$ cat config.mk
export PLATFORM = sky130hd
export DESIGN_NAME = byte_split_delta_filter
export DESIGN_NICKNAME = d
export VERILOG_FILES = /design/src/hw/rtl/bsdf_pkg.sv /design/src/hw/rtl/bsdf_cfg.sv /design/src/hw/rtl/bsdf_core.sv /design/src/hw/rtl/byte_split_delta_filter.sv
export SDC_FILE = /design/constraint.sdc
export NUM_CORES = 1
export LEC_CHECK = 0
export BUFFER_PORTS_ARGS = -buffer_cell sky130_fd_sc_hd__clkbuf_2
export CORE_MARGIN = 2
export CORE_UTILIZATION = 50
export CTS_BUF_LIST = sky130_fd_sc_hd__clkbuf_8
export CTS_CLUSTER_SIZE = 20
export DETAILED_ROUTE_END_ITERATION = 6
export GPL_TIMING_DRIVEN = 1
export PLACE_DENSITY = 0.7
export SYNTH_ARGS = -nofsm -noshare
export SYNTH_HDL_FRONTEND = slang
export SYNTH_SLANG_ARGS = --single-unit
$ cat constraint.sdc
create_clock -name clk -period 8.1 [get_ports clk]
set_input_delay 1.62 -clock clk [delete_from_list [all_inputs] [get_ports clk]]
set_output_delay 1.62 -clock clk [all_outputs]
set_load 0.05 [all_outputs]
$ cat src/hw/rtl/bsdf_pkg.sv
// ----------------------------------------------------------------------------
// Byte split delta filter package
// Register map, field widths and fixed constants shared by the filter modules.
// ----------------------------------------------------------------------------
package bsdf_pkg;

  localparam int PADDR_W    = 4;
  localparam int PDATA_W    = 32;
  localparam int BYTE_W     = 8;
  localparam int BUF_LEN_W  = 21;
  localparam int OUT_ADDR_W = 20;

  localparam logic [1:0] REG_MODE   = 2'd0;
  localparam logic [1:0] REG_LENGTH = 2'd1;
  localparam logic [1:0] REG_SEED   = 2'd2;

  localparam logic MODE_ENCODE = 1'b0;
  localparam logic MODE_DECODE = 1'b1;

  localparam logic [BYTE_W-1:0] BYTE_BIAS      = 8'h80;
  localparam logic [BYTE_W-1:0] ODD_SEED_RESET = 8'h80;

endpackage

$ cat src/hw/rtl/bsdf_cfg.sv
// ----------------------------------------------------------------------------
// Byte split delta filter configuration registers
// APB register file for mode, buffer length and odd seed, with the effective
// length and the half point precomputed on each length write.
// ----------------------------------------------------------------------------
module bsdf_cfg #(
  parameter int MAX_LENGTH = 1048576,
  parameter int LEN_W      = 21
) (
  input  logic                              clk,
  input  logic                              rst,
  input  logic                              psel,
  input  logic                              penable,
  input  logic                              pwrite,
  input  logic [bsdf_pkg::PADDR_W-1:0]      paddr,
  input  logic [bsdf_pkg::PDATA_W-1:0]      pwdata,
  output logic [bsdf_pkg::PDATA_W-1:0]      prdata,
  output logic                              pready,
  output logic                              mode,
  output logic [bsdf_pkg::BYTE_W-1:0]       odd_seed,
  output logic [LEN_W-1:0]                  eff_len,
  output logic [LEN_W-1:0]                  mid
);

  localparam int CMP_W = (LEN_W > bsdf_pkg::BUF_LEN_W) ? LEN_W : bsdf_pkg::BUF_LEN_W;

  logic [bsdf_pkg::BUF_LEN_W-1:0] buffer_length;
  logic                           wr_en;
  logic [CMP_W-1:0]               wr_len;
  logic [CMP_W-1:0]               max_len;
  logic [CMP_W-1:0]               clamped;
  logic [LEN_W-1:0]               eff_len_next;
  logic [LEN_W-1:0]               mid_next;

  assign pready  = 1'b1;
  assign wr_en   = psel & penable & pwrite;
  assign wr_len  = CMP_W'(pwdata[bsdf_pkg::BUF_LEN_W-1:0]);
  assign max_len = CMP_W'(MAX_LENGTH);

  always_comb begin
    if (wr_len == '0) begin
      clamped = CMP_W'(1);
    end else if (wr_len > max_len) begin
      clamped = max_len;
    end else begin
      clamped = wr_len;
    end
    eff_len_next = clamped[LEN_W-1:0];
    mid_next     = (eff_len_next + LEN_W'(1)) >> 1;
  end

  always_ff @(posedge clk) begin
    if (rst) begin
      mode          <= bsdf_pkg::MODE_ENCODE;
      buffer_length <= bsdf_pkg::BUF_LEN_W'(1);
      odd_seed      <= bsdf_pkg::ODD_SEED_RESET;
      eff_len       <= LEN_W'(1);
      mid           <= LEN_W'(1);
    end else if (wr_en) begin
      case (paddr[3:2])
        bsdf_pkg::REG_MODE: begin
          mode <= pwdata[0];
        end
        bsdf_pkg::REG_LENGTH: begin
          buffer_length <= pwdata[bsdf_pkg::BUF_LEN_W-1:0];
          eff_len       <= eff_len_next;
          mid           <= mid_next;
        end
        bsdf_pkg::REG_SEED: begin
          odd_seed <= pwdata[bsdf_pkg::BYTE_W-1:0];
        end
        default: begin
        end
      endcase
    end
  end

  always_comb begin
    case (paddr[3:2])
      bsdf_pkg::REG_MODE:   prdata = bsdf_pkg::PDATA_W'(mode);
      bsdf_pkg::REG_LENGTH: prdata = bsdf_pkg::PDATA_W'(buffer_length);
      bsdf_pkg::REG_SEED:   prdata = bsdf_pkg::PDATA_W'(odd_seed);
      default:              prdata = '0;
    endcase
  end

endmodule

$ cat src/hw/rtl/bsdf_core.sv
// ----------------------------------------------------------------------------
// Byte split delta filter datapath
// Input register, predictor and position state, delta and address logic, and
// the result register.
// ----------------------------------------------------------------------------
module bsdf_core #(
  parameter int POS_W = 20,
  parameter int LEN_W = 21
) (
  input  logic                               clk,
  input  logic                               rst,
  input  logic                               mode,
  input  logic [bsdf_pkg::BYTE_W-1:0]        odd_seed,
  input  logic [LEN_W-1:0]                   eff_len,
  input  logic [LEN_W-1:0]                   mid,
  input  logic                               in_valid,
  output logic                               in_stall,
  input  logic [bsdf_pkg::BYTE_W-1:0]        in_byte,
  output logic                               out_valid,
  input  logic                               out_stall,
  output logic [bsdf_pkg::BYTE_W-1:0]        out_byte,
  output logic [bsdf_pkg::OUT_ADDR_W-1:0]    out_address,
  output logic                               out_last
);

  localparam int AW = (LEN_W + 1 > bsdf_pkg::OUT_ADDR_W) ? LEN_W + 1 : bsdf_pkg::OUT_ADDR_W;

  logic                        s1_valid;
  logic [bsdf_pkg::BYTE_W-1:0] s1_byte;
  logic                        advance;

  logic [POS_W-1:0]            position;
  logic [bsdf_pkg::BYTE_W-1:0] even_pred;
  logic [bsdf_pkg::BYTE_W-1:0] odd_pred;

  logic [bsdf_pkg::BYTE_W-1:0] ep;
  logic [bsdf_pkg::BYTE_W-1:0] op;
  logic                        is_odd;
  logic [bsdf_pkg::BYTE_W-1:0] res;
  logic [AW-1:0]               addr;
  logic                        last_next;
  logic [POS_W-1:0]            position_next;
  logic [bsdf_pkg::BYTE_W-1:0] even_pred_next;
  logic [bsdf_pkg::BYTE_W-1:0] odd_pred_next;

  assign advance  = s1_valid & (~out_valid | ~out_stall);
  assign in_stall = s1_valid & out_valid & out_stall;

  always_comb begin
    ep     = (position == '0) ? bsdf_pkg::BYTE_BIAS : even_pred;
    op     = (position == '0) ? odd_seed : odd_pred;
    is_odd = position[0];
    even_pred_next = ep;
    odd_pred_next  = op;
    if (mode == bsdf_pkg::MODE_ENCODE) begin
      if (!is_odd) begin
        res            = (s1_byte - ep) ^ bsdf_pkg::BYTE_BIAS;
        even_pred_next = s1_byte;
        addr           = AW'(position >> 1);
      end else begin
        res           = (s1_byte - op) ^ bsdf_pkg::BYTE_BIAS;
        odd_pred_next = s1_byte;
        addr          = AW'(mid) + AW'(position >> 1);
      end
    end else begin
      res            = ep + s1_byte - bsdf_pkg::BYTE_BIAS;
      even_pred_next = res;
      if (LEN_W'(position) < mid) begin
        addr = AW'(position) << 1;
      end else begin
        addr = ((AW'(position) - AW'(mid)) << 1) | AW'(1);
      end
    end
    last_next     = (LEN_W'(position) + LEN_W'(1)) >= eff_len;
    position_next = last_next ? '0 : position + POS_W'(1);
  end

  always_ff @(posedge clk) begin
    if (rst) begin
      s1_valid  <= 1'b0;
      out_valid <= 1'b0;
      position  <= '0;
      even_pred <= bsdf_pkg::BYTE_BIAS;
      odd_pred  <= bsdf_pkg::ODD_SEED_RESET;
    end else begin
      if (!in_stall) begin
        s1_valid <= in_valid;
      end
      if (advance) begin
        out_valid <= 1'b1;
        position  <= position_next;
        even_pred <= even_pred_next;
        odd_pred  <= odd_pred_next;
      end else if (!out_stall) begin
        out_valid <= 1'b0;
      end
    end
  end

  always_ff @(posedge clk) begin
    if (!in_stall && in_valid) begin
      s1_byte <= in_byte;
    end
    if (advance) begin
      out_byte    <= res;
      out_address <= addr[bsdf_pkg::OUT_ADDR_W-1:0];
      out_last    <= last_next;
    end
  end

endmodule

$ cat src/hw/rtl/byte_split_delta_filter.sv
// ----------------------------------------------------------------------------
// Byte split delta filter
// Streaming byte filter that splits a buffer into even and odd halves with
// delta coding before compression, and rebuilds it after decompression.
// ----------------------------------------------------------------------------
// Set mode, buffer_length and odd_seed over the APB port while the block is
// idle, then stream the buffer's bytes in on the input channel, one request
// per byte. Each input request gives exactly one output request carrying the
// filtered or reconstructed byte, its address in the output buffer and a
// last flag on the final byte, after which the next buffer starts.
// The accepted byte is held in the input register and its result is shown
// from the result register once the input register advances. The block
// takes one byte every cycle while the receiver does not stall, limited by
// the 8-bit byte and address arithmetic between the two registers.
// When the receiver stalls, the result register holds its request and the
// input register absorbs one more byte before the input is stalled.
// Reset empties both registers, restores the register defaults (encode mode,
// length one, odd seed 128) and starts a new buffer at position zero.
// ----------------------------------------------------------------------------
module byte_split_delta_filter #(
  parameter int MAX_LENGTH = 1048576
) (
  input  logic                               clk,
  input  logic                               rst,
  input  logic                               psel,
  input  logic                               penable,
  input  logic                               pwrite,
  input  logic [bsdf_pkg::PADDR_W-1:0]       paddr,
  input  logic [bsdf_pkg::PDATA_W-1:0]       pwdata,
  output logic [bsdf_pkg::PDATA_W-1:0]       prdata,
  output logic                               pready,
  input  logic                               in_valid,
  output logic                               in_stall,
  input  logic [bsdf_pkg::BYTE_W-1:0]        data_byte,
  output logic                               out_valid,
  input  logic                               out_stall,
  output logic [bsdf_pkg::BYTE_W-1:0]        out_byte,
  output logic [bsdf_pkg::OUT_ADDR_W-1:0]    out_address,
  output logic                               last
);

  localparam int POS_W = $clog2(MAX_LENGTH);
  localparam int LEN_W = POS_W + 1;

  logic                        mode;
  logic [bsdf_pkg::BYTE_W-1:0] odd_seed;
  logic [LEN_W-1:0]            eff_len;
  logic [LEN_W-1:0]            mid;

  bsdf_cfg #(
    .MAX_LENGTH (MAX_LENGTH),
    .LEN_W      (LEN_W)
  ) u_cfg (
    .clk      (clk),
    .rst      (rst),
    .psel     (psel),
    .penable  (penable),
    .pwrite   (pwrite),
    .paddr    (paddr),
    .pwdata   (pwdata),
    .prdata   (prdata),
    .pready   (pready),
    .mode     (mode),
    .odd_seed (odd_seed),
    .eff_len  (eff_len),
    .mid      (mid)
  );

  bsdf_core #(
    .POS_W (POS_W),
    .LEN_W (LEN_W)
  ) u_core (
    .clk         (clk),
    .rst         (rst),
    .mode        (mode),
    .odd_seed    (odd_seed),
    .eff_len     (eff_len),
    .mid         (mid),
    .in_valid    (in_valid),
    .in_stall    (in_stall),
    .in_byte     (data_byte),
    .out_valid   (out_valid),
    .out_stall   (out_stall),
    .out_byte    (out_byte),
    .out_address (out_address),
    .out_last    (last)
  );

endmodule
# After elaboration in Yosys (flattened, before gate mapping)
# Index checks and enable logic that the tools add are counted.
[op_classes] n_reduce_logical=8 div=0 shift=0 muxes=17 addsub=9 mul=0 magnitude_cmp=3 n_eq_ne=3 n_bitwise=10
[ops] op="20-bit two-way mux" count=4
[ops] op="8-bit two-way mux" count=8
[ops] op="21-bit case mux with 3 select lines" count=1
[ops] op="21-bit two-way mux" count=2
[ops] op="20-bit by 1-bit adder with 21-bit output, second input constant" count=1
[ops] op="21-bit by 1-bit adder with 21-bit output, second input constant" count=1
[ops] op="21-bit >= comparator" count=1
[ops] op="21-bit > comparator, second input constant" count=1
[ops] op="21-bit logical NOT" count=1
[ops] op="20-bit by 1-bit adder with 20-bit output, second input constant" count=1
[ops] op="20-bit by 19-bit adder with 20-bit output" count=1
[ops] op="20-bit logical NOT" count=1
[ops] op="20-bit < comparator" count=1
[ops] op="19-bit subtractor" count=1
[ops] op="8-bit subtractor" count=2
[ops] op="8-bit adder" count=1
[ops] op="8-bit subtractor, second input constant" count=1
[ops] op="2-bit AND reduction" count=3
[ops] op="1-bit bitwise AND" count=5
[ops] op="1-bit inverter" count=4
[ops] op="2-bit by 1-bit equality test with 1-bit output, second input constant" count=1
[ops] op="2-bit equality test, second input constant" count=1
[ops] op="2-bit logical NOT" count=1
[ops] op="1-bit two-way mux" count=2
[ops] op="4 further kinds" count=4
[totals] latch_bits=0 memories=0 output_inout_bits=64 mem_bits_ro=0 in_bits=51 ramBits=0 reg_bits=146

# Longest topological paths before layout
[depth] ltp_word=6 depth_mapped=20

# Cells and area by module
# From an unflattened synthesis, not the netlist that was laid out.
[unflattened] cells_unflattened=1302 area_unflattened_um2=10626.4
[by_module_without_submodules] mod="bsdf_core" cells_each=891 seq_area_each_um2=1871.8 n_inst=1 area_each_um2=7284.5
[by_module_without_submodules] mod="bsdf_cfg" cells_each=411 seq_area_each_um2=1421.4 n_inst=1 area_each_um2=3342.0

# Worst setup path before layout
# No wires, ideal clock.
[synth_path] kind="input -> output" startpoint="input paddr[3] (netlist bit)" endpoint="output prdata[0] (netlist bit)" stages=2 n_path_buf=0 slack_ns=3.660 t_arrival_ns=2.820 cell_sequence="mux2i_1 o21ai_0"
[synth_between] elab_chain_cells=2 elab_cells_between_ends=4
[synth_lines] element="start, declared" line="byte_split_delta_filter.sv:28" source="input logic [bsdf_pkg::PADDR_W-1:0] paddr,"
[synth_lines] element="2-bit equality test (tied with other cells)" line="bsdf_cfg.sv:79" source="case (paddr[3:2])"
[synth_lines] element="21-bit case mux with 3 select lines *" line="bsdf_cfg.sv:79"
[synth_lines] element="end, declared" line="byte_split_delta_filter.sv:30" source="output logic [bsdf_pkg::PDATA_W-1:0] prdata,"
# Every way passes the cells marked *; elsewhere a longest branch is shown, timed or not.

# Worst setup path after layout
[layout_path] startpoint="register u_core.position[0]" endpoint="register u_core.out_byte[7] (netlist bit) (data pin)"
[layout_between] elab_chain_cells=6 elab_cells_between_ends=11
[layout_lines] element="start, declared" line="bsdf_core.sv:32" source="logic [POS_W-1:0] position;"
[layout_lines] element="start signal, assigned" line="bsdf_core.sv:91" source="position <= position_next;"
[layout_lines] element="parallel branches: the longest is 5 deep, another holds 8-bit adder"
[layout_lines] element="8-bit two-way mux *" line="bsdf_core.sv:55" source="if (mode == bsdf_pkg::MODE_ENCODE) begin"
[layout_lines] element="net u_core.res, one bit" line="bsdf_core.sv:39" source="logic [bsdf_pkg::BYTE_W-1:0] res;"
[layout_lines] element="end signal, assigned" line="bsdf_core.sv:105" source="out_byte <= res;"
[layout_lines] element="end, declared" line="bsdf_core.sv:21" source="output logic [bsdf_pkg::BYTE_W-1:0] out_byte,"
# Mark *: on every way through the listed nets, which the timed path passes.
# A chain may end at the register's enable or synchronous reset.

==> flow_summary.json <==
{
  "fin_util_pct": 55.54,
  "num_rows": 52,
  "internal-power_mw": 1.103,
  "synth_ff_type": "dfxtp_1",
  "holdWs_ns": 0.4535,
  "p_sw_uw": 459.2,
  "fin_crit_sh_pct": 63.97,
  "pre_cts_ws_ns": 3.001,
  "hold_end": "u_cfg.eff_len[3]$_SDFFE_PP0P_",
  "final_area_sq_um": 11240,
  "netlist_area_sq_um": 10310,
  "syn_area_per_cell_sq_um": 8.136,
  "finalNetCount": 1461,
  "min_path_cells": 2,
  "tightest_slew_ns": 1.267,
  "endpoint_kind": "flop",
  "ff2ff_path_depth": 18,
  "dieArea_sq_um": 21780,
  "post-route-min-period_ns": 5.182,
  "cts-buffers-inserted": 17,
  "drc": 0,
  "hpwl_um": 18830,
  "cap_violations": 0,
  "drt-initial-drc-count": 660,
  "post_cts_resized": 0,
  "grt_max_degree": 64,
  "dieHeight_um": 147.6,
  "dp_cells": 1566,
  "cts_max_level": 4,
  "numPortBuffers": 89,
  "ys_seq_area_share_pct": 31.95,
  "root_buffer": "clkbuf_8",
  "start_util_pct": 50.95,
  "path_class": "flop to flop",
  "worstPathArrival_ns": 5.37,
  "worst_slack_ns": 2.918,
  "yosysUniqueCellTypes": 76,
  "start_kind": "flop",
  "regToRegSetupSlack_ns": 2.92,
  "seqPwrFrac_pct": 49.7,
  "share_comb_of_total_power_pct": 13.3,
  "synthCells": 1267,
  "cts_setup_buffers": 0,
  "p_leak_nw": 4.714,
  "final_common_cell": "nand2_1",
  "cts_tree": "built",
  "synth_edf_count": 37,
  "tns_ns": 0,
  "finalSetupViolations": 0,
  "clk_pin_slew_ns": 0.08,
  "numClockSinks": 146,
  "grtUsageTotal_pct": 23.56,
  "min-delay-start": "u_cfg.eff_len[3]$_SDFFE_PP0P_",
  "hold_path.class": "flop to flop",
  "reg2reg_from": "u_core.position[0]$_SDFFE_PP0P_",
  "clockPowerShare_pct": 37.0,
  "r2r-end": "u_core.out_byte[7]$_DFFE_PP_",
  "wire_per_inst_um": 16.13,
  "clk_path_buf_depth": 2,
  "grt_overflow_total": 0,
  "worstPathMaxFanout": 50,
  "gp_routability_congestion": 0.8852,
  "ys_warn_count": 0,
  "synth_top_cell_area_share_pct": 21.17,
  "grt_pass1_wl_um": 41320,
  "via_per_inst": 5.720,
  "cp.required_ns": 8.29,
  "synth-seq-cells": 146,
  "clock.fmax_mhz": 193.0,
  "layout-drive-gt1-share_pct": 11.07,
  "grt_pass1_vias": 8074,
  "synth_area_leaders": "dfxtp_1 21%, ha_1 11%, edfxtp_1 11%, a21oi_1 6.4%, nand2_1 5.2%",
  "io_pins": 115,
  "clock_skew_ns": 0.01253,
  "postPlaceCellArea_sq_um": 10850,
  "final_cell_mix": "144 x nand2_1, 132 x a21oi_1, 108 x nor2_1, 108 x dfxtp_1, 90 x ha_1",
  "wl_um": 25770,
  "hold_violations": 0,
  "netSwitchingFraction_pct": 29.40,
  "firstDrtPassIters": 5,
  "die_w_um": 147.6,
  "synth_area_leader_cell": "dfxtp_1",
  "vias": 9141,
  "vdd_drop_max_v": 0.00009928,
  "core_sq_um": 20230,
  "status": "complete, no violations",
  "diodes": 0,
  "area_delta_synth_final_pct": 9.018,
  "slew_headroom_pct": 15.39,
  "antenna_found_initial": 0,
  "route.antenna.remaining_nets": 0,
  "fin_cells": 1598,
  "rsz0062_at_grt": "no",
  "power_density_nw_per_um2": 139.0,
  "clock_latency_ns": 0.47,
  "slew_violations": 0,
  "report.power.total_mw": 1.562,
  "cts_hold_buf": 0,
  "async_flop_share_pct": 0
}
==> cells in the mapped netlist (31+ instances only) <==
| master | instances |
|---|---|
| a211oi_1 | 31 |
| xnor2_1 | 41 |
| dfxtp_1 | 109 |
| ha_1 | 90 |
| xor2_1 | 32 |
| o21ai_0 | 49 |
| nand3_1 | 45 |
| nand2_1 | 144 |
| a21oi_1 | 132 |
| inv_1 | 71 |
| clkbuf_1 | 60 |
| edfxtp_1 | 37 |
| nor2_1 | 108 |
==> area by class of cell <==
| type | instances | area [sq um] |
|---|---|---|
| timing repair buffer | 100 | 528.0 |
| multi-input combinational | 978 | 6419 |
| fill | 1909 | 8996 |
| tap | 270 | 337.8 |
| clock buffer | 17 | 234.0 |
| clock inverter | 15 | 155.1 |
| sequential | 146 | 3294 |
| inverter | 72 | 270.3 |
==> worst max-delay path, cell delays in order (launching register included) <==
cell,delay (ns)
dfxtp_1,0.30
buf_4,0.29
inv_1,0.54
ha_1,0.27
nor4b_1,0.32
nand2_1,0.19
or3_1,0.60
nand2_1,0.20
inv_1,0.09
ha_1,0.27
ha_1,0.24
fa_1,0.45
a21o_1,0.18
a21oi_1,0.22
o21bai_1,0.10
a21oi_1,0.19
xnor2_1,0.12
a32oi_1,0.16
nand3_1,0.15
==> state kept, by name, summed over array words and instances, names as in the netlist, 8 cells and up <==
register	cells
u_core.even_pred	8
u_core.s1_byte	8
u_core.out_address	20
u_core.odd_pred	8
u_cfg.buffer_length	21
u_core.out_byte	8
u_core.position	20
u_cfg.mid	20
u_cfg.eff_len	21
u_cfg.odd_seed	8
==> cell families (layout without fill, tap and decap cells) <==
logic type      after synthesis  after routing  synth area share, %
simple gates                432            432                19.84
compound gates              334            334                20.62
buf+inv                     153            204                6.263
flops                       146            146                31.95
fa+ha+maj                    96             96                12.00
xor+xnor                     73             73                6.202
mux                          31             31                3.046
other cells                   2             12              0.07285
==> routing by layer <==
metal,vias up,GRT usage [%],share of wire (%)
li1,4590,-,-
met1,4214,35.44,51
met2,294,33.86,41
met3,43,4.198,6.0
met4,0,7.981,2.7
met5,-,0,0
==> worst max-delay path by stage <==
stage	from	to	slack, ns	cells after the start
floorplan	paddr[3]	prdata[0]	3.66	2
global placement	u_core.position[0]$_SDFFE_PP0P_	u_core.out_byte[7]$_DFFE_PP_	2.99	18
detailed placement	u_core.position[0]$_SDFFE_PP0P_	u_core.out_byte[7]$_DFFE_PP_	3.00	18
CTS	u_core.position[0]$_SDFFE_PP0P_	u_core.out_byte[7]$_DFFE_PP_	2.99	18
global route	u_core.position[0]$_SDFFE_PP0P_	u_core.out_byte[7]$_DFFE_PP_	2.66	18
finish	u_core.position[0]$_SDFFE_PP0P_	u_core.out_byte[7]$_DFFE_PP_	2.92	18
==> power by group through the flow <==
stage,combinational (mW),sequential [mW],clock (mW)
3_5_place_dp,0.205,0.793,0
2_1_floorplan,0.132,0.815,0
6_report,0.207,0.777,0.578
3_3_place_gp,0.202,0.793,0
5_1_grt,0.225,0.778,0.620
4_1_cts,0.206,0.776,0.591
Power figures use the tool's default switching activity.
